File: config.mk
export PLATFORM = sky130hd
export DESIGN_NAME = gdtc_ctrl
export DESIGN_NICKNAME = d
export VERILOG_FILES = /design/src/hw/rtl/gdtc_pkg.sv /design/src/hw/rtl/gdtc_ctrl.sv
export SDC_FILE = /design/constraint.sdc
export NUM_CORES = 1
export LEC_CHECK = 0
export BUFFER_PORTS_ARGS = -buffer_cell sky130_fd_sc_hd__buf_2
export CORE_AREA = 3 3 40 42
export DETAILED_ROUTE_END_ITERATION = 12
export DIE_AREA = 0 0 43 45
export PLACE_DENSITY = 0.71
export SETUP_SLACK_MARGIN = 0.05
export SLEW_MARGIN = 20
export SYNTH_ARGS = -nofsm -noshare
export SYNTH_HDL_FRONTEND = slang
export SYNTH_SLANG_ARGS = --single-unit
File: constraint.sdc
create_clock -name clk_i -period 3.5 [get_ports clk_i]
set_input_delay 0.175 -clock clk_i [delete_from_list [all_inputs] [get_ports clk_i]]
set_output_delay 0.175 -clock clk_i [all_outputs]
set_load 0.02 [all_outputs]
File: src/hw/rtl/gdtc_pkg.sv
// shared types and constants for the greedy distance-two coloring unit
// no dependencies
package gdtc_pkg;

  localparam int unsigned MaxVertices = 64;
  localparam int unsigned MaxDegree   = 8;
  localparam int unsigned VidW        = 6;
  localparam int unsigned ColW        = 6;
  localparam int unsigned CntW        = 4;
  localparam int unsigned SlotW       = 3;
  localparam int unsigned AddrW       = VidW + SlotW;
  localparam int unsigned MarkSlots   = MaxDegree * (MaxDegree - 1) + 1;
  localparam int unsigned NumW        = 7;

  localparam logic CmdEdge = 1'b0;
  localparam logic CmdRun  = 1'b1;

  typedef enum logic [4:0] {
    StIdle,
    StEdgeRdA,
    StEdgeRdB,
    StEdgeEval,
    StEdgeOut,
    StEdgeWr2,
    StClear,
    StVtxStart,
    StVtxCnt,
    StOuterRd,
    StOuterWait,
    StOuterCnt,
    StInnerRd,
    StInnerWait,
    StInnerMark,
    StPick,
    StEmitRd,
    StEmit
  } state_e;

  // controller to datapath
  typedef struct packed {
    logic latch_in;
    logic cnt_rd_a;
    logic cnt_rd_b;
    logic take_ca;
    logic take_cb;
    logic edge_wr1;
    logic edge_wr2;
    logic run_start;
    logic vtx_init;
    logic take_dv;
    logic outer_rd;
    logic outer_take;
    logic take_dw;
    logic inner_rd;
    logic inner_take;
    logic inner_mark;
    logic pick;
    logic emit_rd;
    logic emit_load;
    logic emit_next;
  } ctrl_t;

  // datapath to controller
  typedef struct packed {
    logic is_run;
    logic edge_bad;
    logic no_vertices;
    logic outer_done;
    logic inner_done;
    logic vtx_last;
  } stat_t;

endpackage

File: src/hw/rtl/gdtc_ctrl.sv
// controller state machine for the coloring unit
// depends on gdtc_pkg
module gdtc_ctrl import gdtc_pkg::*; (
  input  logic  clk_i,
  input  logic  rst_ni,
  input  logic  in_valid_i,
  output logic  in_ready_o,
  input  logic  out_free_i,
  input  stat_t stat_i,
  output ctrl_t ctrl_o
);
  state_e state_q, state_d;

  always_ff @(posedge clk_i or negedge rst_ni) begin
    if (!rst_ni) begin
      state_q <= StIdle;
    end else begin
      state_q <= state_d;
    end
  end

  // next state
  always_comb begin
    state_d = state_q;
    unique case (state_q)
      StIdle:      if (in_valid_i) state_d = StEdgeRdA;
      StEdgeRdA: begin
        if (stat_i.is_run) state_d = StClear;
        else state_d = StEdgeRdB;
      end
      StEdgeRdB:   state_d = StEdgeEval;
      StEdgeEval:  state_d = StEdgeOut;
      StEdgeOut: begin
        if (out_free_i) begin
          if (stat_i.edge_bad) state_d = StIdle;
          else state_d = StEdgeWr2;
        end
      end
      StEdgeWr2:   state_d = StIdle;
      StClear: begin
        if (stat_i.no_vertices) state_d = StIdle;
        else state_d = StVtxStart;
      end
      StVtxStart:  state_d = StVtxCnt;
      StVtxCnt:    state_d = StOuterRd;
      StOuterRd: begin
        if (stat_i.outer_done) state_d = StPick;
        else state_d = StOuterWait;
      end
      StOuterWait: state_d = StOuterCnt;
      StOuterCnt:  state_d = StInnerRd;
      StInnerRd: begin
        if (stat_i.inner_done) state_d = StOuterRd;
        else state_d = StInnerWait;
      end
      StInnerWait: state_d = StInnerMark;
      StInnerMark: state_d = StInnerRd;
      StPick: begin
        if (stat_i.vtx_last) state_d = StEmitRd;
        else state_d = StVtxStart;
      end
      StEmitRd:    if (out_free_i) state_d = StEmit;
      StEmit: begin
        if (stat_i.vtx_last) state_d = StIdle;
        else state_d = StEmitRd;
      end
      default:     state_d = StIdle;
    endcase
  end

  // outputs
  always_comb begin
    ctrl_o = '0;
    in_ready_o = 1'b0;
    unique case (state_q)
      StIdle: begin
        in_ready_o = 1'b1;
        ctrl_o.latch_in = in_valid_i;
      end
      StEdgeRdA:   ctrl_o.cnt_rd_a = 1'b1;
      StEdgeRdB: begin
        ctrl_o.take_ca = 1'b1;
        ctrl_o.cnt_rd_b = 1'b1;
      end
      StEdgeEval:  ctrl_o.take_cb = 1'b1;
      StEdgeOut: begin
        ctrl_o.edge_wr1 = out_free_i & ~stat_i.edge_bad;
        ctrl_o.emit_load = out_free_i;
      end
      StEdgeWr2:   ctrl_o.edge_wr2 = 1'b1;
      StClear:     ctrl_o.run_start = 1'b1;
      StVtxStart:  ctrl_o.vtx_init = 1'b1;
      StVtxCnt:    ctrl_o.take_dv = 1'b1;
      StOuterRd:   ctrl_o.outer_rd = ~stat_i.outer_done;
      StOuterWait: ctrl_o.outer_take = 1'b1;
      StOuterCnt:  ctrl_o.take_dw = 1'b1;
      StInnerRd:   ctrl_o.inner_rd = ~stat_i.inner_done;
      StInnerWait: ctrl_o.inner_take = 1'b1;
      StInnerMark: ctrl_o.inner_mark = 1'b1;
      StPick:      ctrl_o.pick = 1'b1;
      StEmitRd:    ctrl_o.emit_rd = out_free_i;
      StEmit: begin
        ctrl_o.emit_load = 1'b1;
        ctrl_o.emit_next = 1'b1;
      end
      default: ;
    endcase
  end
endmodule

-- Word-level counts from Yosys, hierarchy flattened
Index checks and enable logic that the tools add are counted.
- equal/unequal tests: 20
- mux-type cells: 31
- bitwise gates (word level): 4
- reductions and logical operators: 3
- operators with widths (operator ; number):
    one-hot mux 5 bit (16 select lines) ; 1
    == test 5 x 4 -> 1 bit (second input constant) ; 8
    two-way mux 5 bit ; 5
    == test 5 x 3 -> 1 bit (second input constant) ; 4
    two-way mux 1 bit ; 18
    two-way mux 3 bit ; 5
    == test 5 x 2 -> 1 bit (second input constant) ; 2
    == test 5 bit (second input constant) ; 2
    inequality test 2 bit (second input constant) ; 3
    == test 5 x 1 -> 1 bit (second input constant) ; 1
    zero test 5 bit ; 1
    NOT 1 bit ; 3
    AND reduction 3 bit ; 1
    two-way mux 2 bit ; 1
    one-hot mux 1 bit (2 select lines) ; 1
    OR reduction 2 bit ; 1
    bitwise AND 1 bit ; 1
- register bits after elaboration: 5
- input bits: 10
- output and inout port bits: 21
- logic and storage cells: 59

-- Depth between registers and ports, before layout
Gate-level depths: netlist (run 1).
- word-level depth: 3
- mapped depth: 6
- mapped depth without buffers: 4

-- Least setup slack after synthesis (run 1)
Ideal clock, no wire load.
- path type: register to output
- from: register state_q[2]
- to: output port ctrl_o[19] (netlist bit)
- arrival time: 1601 ps
- data required time: 3325 ps
- slack: 1724 ps
- stages on the path, launching flop included: 5
- path buffers: 1
- path through: dfrtp_1 -> clkbuf_1 -> or3_1 -> nor2_1 -> and2_1
- RTL lines (item ; line ; source):
    start: declaration ; gdtc_ctrl.sv:12 ; state_e state_q, state_d;
    start signal: assignment ; gdtc_ctrl.sv:16 ; state_q <= StIdle;
    start signal: assignment ; gdtc_ctrl.sv:18 ; state_q <= state_d;
    end: declaration ; gdtc_ctrl.sv:10 ; output ctrl_t ctrl_o

==> results of run 1 <==
[cells in the final DEF, fill, tap and decap left out, types with 2 or more instances in the layout]
master	instances
a21o_1	2
nand2_1	4
inv_1	3
nand2b_1	3
nand3b_1	3
dfrtp_1	5
o21bai_1	2
nand3_1	3
buf_2	30
nor3_1	2
clkbuf_4	3
a21oi_1	5
nor3b_1	2
o2111ai_1	2
nor2_1	17
[cell families after synthesis]
kind of cell	Yosys count	share of synthesized area
flops	5	0.243
simple gates	42	0.425
buf+inv	10	0.0849
mux	1	0.0194
compound gates	15	0.211
xor+xnor	1	0.0170
[power by group through the flow]
stage                     Combinational [µW]  Sequential, µW  Clock, µW
final                                    356             150       65.3
after global routing                     394             159       74.3
after CTS                                358             148       68.0
after floorplan                          323            96.2          0
after detailed placement                 357             148          0
after global placement                   351             145          0
[per-stage QoR]
step	total power, µW	util
after floorplan	419	-
after global placement	495	0.507
after detailed placement	506	0.507
after CTS	574	0.536
after global routing	627	0.536
final	572	0.536
[layer usage]
metal	routed length, µm	global-route usage
met1	643	0.220
met2	752	0.257
met3	134	0.0359
met4	19	0.0723
met5	0	0
[area by class of cell]
| cell class | count | area share |
|---|---|---|
| clock buffers | 4 | 0.0382 |
| multi-input cells | 59 | 0.504 |
| inverters | 3 | 0.0164 |
| flip-flops and latches | 5 | 0.182 |
| well taps | 15 | 0.0273 |
| repair buffers | 31 | 0.233 |
[worst max-delay path, stage by stage (launching register included)]
cell and delay [ns]:
dfrtp_1 0.49, or4b_1 0.64, nor3b_1 0.21, buf_2 0.19
[worst max-delay path by stage]
stage	cells past startpoint	slack (ns)	end	from
2_1_floorplan	4	1.72	ctrl_o[19]	state_q[2]
3_3_place_gp	4	1.81	state_q[0]	state_q[2]
3_5_place_dp	4	1.73	state_q[0]	state_q[2]
4_1_cts	3	1.56	ctrl_o[2]	state_q[2]
5_1_grt	5	1.44	ctrl_o[14]	state_q[2]
6_report	3	1.56	ctrl_o[2]	state_q[2]
==> results_dict.tcl, run 1 <==
set metrics [dict create \
    hold_viol_final 0 \
    multi_input_area_um2 347 \
    synth-edff-count 0 \
    areaGrowthSynthToFinish_pct 33.5 \
    r2r_slack_ns 1.72 \
    rr_startpoint "state_q[2]" \
    drv_slew 0 \
    root_buffer "clkbuf_4" \
    ys_ff_latch 5 \
    min_to "state_q[4]" \
    row_count 13 \
    largest_reg_flops 5 \
    synth-seq-area-share 0.243 \
    crit_path_start_kind "flip-flop" \
    critPathRequiredTime_ns 3.32 \
    port_buffers 30 \
    yosys.area.top_type "dfrtp_1" \
    synth_commonest_cells "nor2_1, a21oi_1, dfrtp_1" \
    fin_ws_ns 1.56 \
    p_leak_uw 0.000365 \
    hold_slack_ns 0.224 \
    synth_cell_types 30 \
    htreeDepth 1 \
    place_ws_ns 1.73 \
    regMostFlops "state_q" \
    criticalPathCategory "reg2out" \
    overflow 0 \
    r2r_cells 4 \
    drv_cap 0 \
    diodes 0 \
    skew_ns 0.000903 \
    worst_pin_slew_ns 0.375 \
    grt_usage 0.165 \
    wl_per_cell_um 13.2 \
    grt_pass1_vias 507 \
    power.internal_uw 259 \
    syn-mean-instance-area_um2 6.97 \
    min_path_type "in2reg" \
    synthFlopType "dfrtp_1" \
    grt_max_degree 15 \
    end_kind "output pin" \
    clock_latency_ns 0.24 \
    gp_congestion 0.933 \
    crit_fanout 13 \
    setup_viol 0 \
    path_clk_slew_ns 0.04 \
    max_freq_mhz 514 \
    drive_gt1_frac 0.324 \
    ys_warn_count 0 \
    ir_worst_vdd_mv 0.321 \
    core_um2 1280 \
    pwr-share-clk 0.114 \
    cts-resized-gates 0 \
    syn_inst 74 \
    fin_area_um2 688 \
    numCtsBuffers 3 \
    dieArea_um2 1940 \
    placed_cells 112 \
    switchingPower_uw 313 \
    dr.pass1.iters 4 \
    syn_area_um2 515 \
    clock_sinks 5 \
    drtIter0Drc 25 \
    seqCellArea_um2 125 \
    pwr-share-seq 0.262 \
    placed_area_um2 652 \
    synth_nets 84 \
    post-route-period-util 0.555 \
    die_h_um 45 \
    async_flop_share 1.00 \
    setup_tns_ns 0 \
    hold_buffers 1 \
    dpl.hpwl_um 1250 \
    clockBufferDepth 2 \
    yosysMostFrequentCell "nor2_1" \
    timing.rr.end "state_q[0]" \
    switching_share 0.547 \
    fp.dieW_um 43 \
    power_frac_comb 0.623 \
    worstHoldPathCells 3 \
    final_cells 117 \
    reg_top3 "state_q: 5 flops" \
    finalWirelength_um 1550 \
    ios 31 \
    p_per_area_nw_per_um2 831 \
    cp.arrival_ns 1.77 \
    antenna_left 0 \
    n_fill_cell 153 \
    drc 0 \
    grt_pass1_wl_um 2390 \
    vias 637 \
    synth.area.top_cells "dfrtp_1, nor2_1, a21oi_1" \
    layout_min_cycle_time_ns 1.94 \
    rsz0062_at_grt "no" \
    min_from "stat_i[0]" \
    final_net_count 113 \
    start_util 0.401 \
    synth_top_area_frac 0.243 \
    slew_headroom 0.750 \
    cts_setup_buffers 0 \
    cts_tree "built" \
    run_status "complete, no violations" \
    routed_via_density 5.44 \
    antenna_found_initial 0 \
]
Note: power is estimated with default switching activity, not from simulation.
==> inputs of run 2 (changes only) <==
CORE_AREA = 3 3 42 44   (was 3 3 40 42)
DIE_AREA = 0 0 45 47   (was 0 0 43 45)
PLACE_DENSITY = 0.67   (was 0.71)
clock period = 1.6 ns   (was 3.5 ns; I/O delays follow)
==> results_dict.tcl, run 2 (synthesis results as in run 1) <==
set metrics [dict create \
    run_status "complete, but fails checks" \
    failed_checks "setup timing" \
    regMostFlops "state_q" \
    antenna_left 0 \
    clockBufferDepth 2 \
    layout_min_cycle_time_ns 1.69 \
    grt_pass1_wl_um 2730 \
    slew_headroom 0.770 \
    crit_path_start_kind "flip-flop" \
    worst_pin_slew_ns 0.345 \
    dieArea_um2 2120 \
    root_buffer "clkbuf_4" \
    largest_reg_flops 5 \
    cp.arrival_ns 1.84 \
    layout_common_cells "buf_4, buf_2, nor2_1" \
    final_net_count 128 \
    dr.pass1.iters 4 \
    numCtsBuffers 3 \
    start_util 0.350 \
    layout_commonest_cell "buf_4" \
    criticalPathCategory "reg2reg" \
    placed_cells 122 \
    grt_pass1_vias 612 \
    gp_congestion 0.953 \
    rsz0062_at_grt "yes" \
    cpMaxStageDelayCell "or3b_4" \
    wl_per_cell_um 13.6 \
    end_kind "flip-flop" \
    fin_ws_ns -0.0901 \
    antenna_found_initial 0 \
    port_buffers 30 \
    diodes 0 \
    place_ws_ns 0.0443 \
    ios 31 \
    max_freq_mhz 592 \
    htreeDepth 1 \
    fp.dieW_um 45 \
    row_count 14 \
    drv_slew 0 \
    grt_usage 0.178 \
    critPathRequiredTime_ns 1.75 \
    max_stage_delay_ns 0.42 \
    grt_max_degree 14 \
    core_um2 1470 \
    crit_fanout 4 \
    post-route-period-util 1.06 \
    final_util 0.653 \
    p_per_area_nw_per_um2 1930 \
    hold_viol_final 0 \
    dpl.hpwl_um 1270 \
    die_h_um 47 \
    skew_ns 0.00581 \
    final_cells 133 \
    path_buf_inv 1 \
    drc 0 \
    clock_sinks 5 \
    clock_latency_ns 0.25 \
    p_leak_uw 0.000458 \
    vias 714 \
    finalWirelength_um 1810 \
    drv_cap 0 \
    path_clk_slew_ns 0.05 \
    critPathTopFamily "simple AND/OR/NAND/NOR gates" \
    ir_worst_vdd_mv 1.07 \
    setup_viol 6 \
    cts_tree "built" \
    drtIter0Drc 15 \
    reg_top3 "state_q: 5 flops" \
    min_path_type "in2reg" \
    drive_gt1_frac 0.573 \
    areaGrowthSynthToFinish_pct 86.4 \
    overflow 0 \
    routed_via_density 5.37 \
    crit_path_cell_trace "or3b_4, buf_4, or2_1, o221a_1, o2111ai_1" \
]
run 2: cell count changes in the layout (fill, tap and decap cells not counted), sizes merged:
cell  before  now
buf       30   45
run 2: worst min-delay path: stages:
cell and delay [ns]:
buf_2 0.11, nand3_1 0.07, o21bai_1 0.06
run 2: report_power, final:
| group | leakage (µW) | switching, µW | internal (µW) | total [µW] |
|---|---|---|---|---|
| logic | 0.000381 | 782 | 685 | 1470 |
| clock network | 0.0000150 | 54.0 | 94.4 | 148 |
| registers | 0.0000622 | 58.8 | 184 | 242 |
| total | 0.000458 | 894 | 963 | 1860 |
run 2: final timing paths:
| check | startpoint | to | slack, ns | cells after the start |
|---|---|---|---|---|
| max | state_q[2] | state_q[2] | -0.09 | 5 |
| min | stat_i[0] | state_q[4] | 0.12 | 3 |
| max reg2reg | state_q[2] | state_q[2] | -0.09 | 5 |
| min reg2reg | state_q[4] | state_q[3] | 0.58 | 2 |
| max in group asynchronous | rst_ni | state_q[3] | 1.28 | 2 |
| min in group asynchronous | rst_ni | state_q[2] | 0.17 | 2 |
run 2: stage by stage:
stage / instance area, µm² / total power [µW] / hold WS (ns) / setup TNS, ns
after floorplan: 536 / 953 / -0.216 / 0
after global placement: 734 / 1260 / -0.100 / 0
after detailed placement: 734 / 1270 / -0.0990 / 0
after CTS: 867 / 1620 / 0.112 / -0.290
after global routing: 961 / 1990 / 0.151 / -0.850
final: 961 / 1860 / 0.119 / -0.357
run 2: layout make-up:
class | count | area [µm²]
clock buffer | 4 | 26.3
fill | 133 | 510
sequential | 5 | 126
multi-input combinational | 59 | 433
inverter | 3 | 16.3
timing repair buffer | 46 | 339
tap | 16 | 20.0
run 2: what timing repair did:
action / 4_1_cts / 5_1_grt
gates cloned: 0 / 0
hold buffers: 1 / 0
resized for setup: 27 / 18
setup buffers: 2 / 4
pin swaps: 5 / 3
setup endpoints to repair: 12 / 20
endpoints found under the hold margin: 5 / 0
run 2: layer usage:
metal  GRT usage  part of all wire  up-vias  wire length [µm]
li1            -                 -      344                 -
met1       0.224              0.41      341               736
met2       0.288              0.51       27               921
met3      0.0536             0.077        2               140
met4      0.0643            0.0083        0                15
met5           0                 0        -                 0
==> inputs of run 3 (changes only) <==
CORE_AREA = 3 3 41 43   (was 3 3 42 44)
CTS_BUF_LIST = sky130_fd_sc_hd__clkbuf_8   (was default)
DIE_AREA = 0 0 44 46   (was 0 0 45 47)
PLACE_DENSITY = 0.7   (was 0.67)
==> results_dict.tcl, run 3 (synthesis results as in run 1) <==
set metrics [dict create \
    die_h_um 46 \
    hold_slack_ns 0.166 \
    hold_viol_final 0 \
    n_fill_cell 81 \
    worst_pin_slew_ns 0.322 \
    setup_viol 7 \
    power.internal_uw 1070 \
    pwr-share-seq 0.119 \
    grt_pass1_wl_um 2950 \
    areaGrowthSynthToFinish_pct 104 \
    fin_ws_ns -0.0975 \
    end_kind "output pin" \
    crit_path_start_kind "flip-flop" \
    layout_commonest_cell "buf_4" \
    drive_gt1_frac 0.648 \
    slew_headroom 0.785 \
    dieArea_um2 2020 \
    r2r_slack_ns -0.07 \
    switching_share 0.471 \
    gp_congestion 0.900 \
    criticalPathCategory "reg2out" \
    antenna_found_initial 0 \
    grt_pass1_vias 676 \
    dpl.hpwl_um 1350 \
    start_util 0.386 \
    clock_sinks 5 \
    drtIter0Drc 16 \
    critPathRequiredTime_ns 1.52 \
    diodes 0 \
    drc 0 \
    path_clk_slew_ns 0.04 \
    failed_checks "setup timing" \
    final_cells 137 \
    timing.rr.end "state_q[0]" \
    wl_per_cell_um 15.7 \
    cp-startpoint "state_q[2]" \
    numCtsBuffers 3 \
    fin_area_um2 1050 \
    rr_startpoint "state_q[4]" \
    finalWirelength_um 2150 \
    largest_reg_flops 5 \
    overflow 0 \
    rsz0062_at_grt "yes" \
    core_um2 1330 \
    cts_tree "built" \
    crit_path_end "ctrl_o[19]" \
    reg_top3 "state_q: 5 flops" \
    skew_ns 0.00419 \
    r2r_cells 5 \
    p_per_area_nw_per_um2 1920 \
    drv_cap 0 \
    row_count 13 \
    routed_via_density 5.67 \
    regMostFlops "state_q" \
    vias 777 \
    fp.dieW_um 44 \
    ir_worst_vdd_mv 0.993 \
    switchingPower_uw 952 \
    clockBufferDepth 2 \
    min_path_type "in2reg" \
    port_buffers 30 \
    dr.pass1.iters 4 \
    run_status "complete, but fails checks" \
    crit_fanout 5 \
    clock_latency_ns 0.22 \
    placed_cells 120 \
    setup_tns_ns -0.344 \
    final_util 0.789 \
    placed_area_um2 726 \
    p_leak_uw 0.000499 \
    drv_slew 0 \
    post-route-period-util 1.06 \
    layout_common_cells "buf_4, buf_2, buf_6" \
    layout_min_cycle_time_ns 1.70 \
    ios 31 \
    grt_max_degree 14 \
    antenna_left 0 \
    max_freq_mhz 589 \
    grt_usage 0.207 \
    power_frac_comb 0.769 \
    final_net_count 133 \
    pwr-share-clk 0.113 \
    htreeDepth 1 \
    cp.arrival_ns 1.62 \
    root_buffer "clkbuf_8" \
]
[run 3: cell count changes in the layout (fill, tap and decap cells not counted), sizes merged]
cell    previous run  this run
buf               45        50
clkbuf             4         3
inv                3         4
[run 3: worst max-delay path, cell delays in order (launching register included)]
cell	delay, ns
dfrtp_1	0.41
buf_6	0.14
or3_4	0.42
nor2_4	0.16
and2_4	0.16
buf_6	0.11
[run 3: power groups by stage]
stage	clock network (µW)	logic, µW	registers, µW
6_report	227	1550	240
5_1_grt	243	1650	244
4_1_cts	227	1240	230
3_5_place_dp	0	1020	234
3_3_place_gp	0	1000	231
2_1_floorplan	0	742	210
[run 3: final cells by class]
class | count | area (µm²) | share of cell area
Multi-Input combinational cell | 59 | 452 | 0.429
Timing Repair Buffer | 51 | 397 | 0.377
Sequential cell | 5 | 126 | 0.120
Clock buffer | 3 | 41.3 | 0.0392
Tap cell | 15 | 18.8 | 0.0178
Inverter | 3 | 13.8 | 0.0131
Clock inverter | 1 | 3.75 | 0.00357
[run 3: per-layer routing]
layer	GRT usage	wire, µm
met4	0.187	71
met2	0.343	1120
met5	0	0
met3	0.0474	144
met1	0.217	811
[run 3: per-stage QoR]
step                setup WS (ns)  total power (µW)
global route               -0.136              2140
CTS                       -0.0874              1700
global placement           0.0939              1240
detailed placement         0.0119              1250
floorplan                 0.00286               953
finish                    -0.0975              2020
[run 3: how the worst min path moves through the flow]
stage | startpoint | end | slack [ns] | cells after the start
global route | out_free_i | state_q[2] | 0.16 | 2
floorplan | rst_ni | state_q[0] | -0.22 | 0
detailed placement | rst_ni | state_q[3] | -0.10 | 1
CTS | out_free_i | state_q[2] | 0.14 | 2
finish | out_free_i | state_q[2] | 0.17 | 2
global placement | rst_ni | state_q[1] | -0.10 | 1
[run 3: repair_timing]
action / 4_1_cts / 5_1_grt
hold endpoints to repair: 5 / 0
gates resized for setup: 23 / 35
setup buffers: 8 / 4
pin swaps: 7 / 10
hold buffers: 1 / 0
setup endpoints to repair: 13 / 19
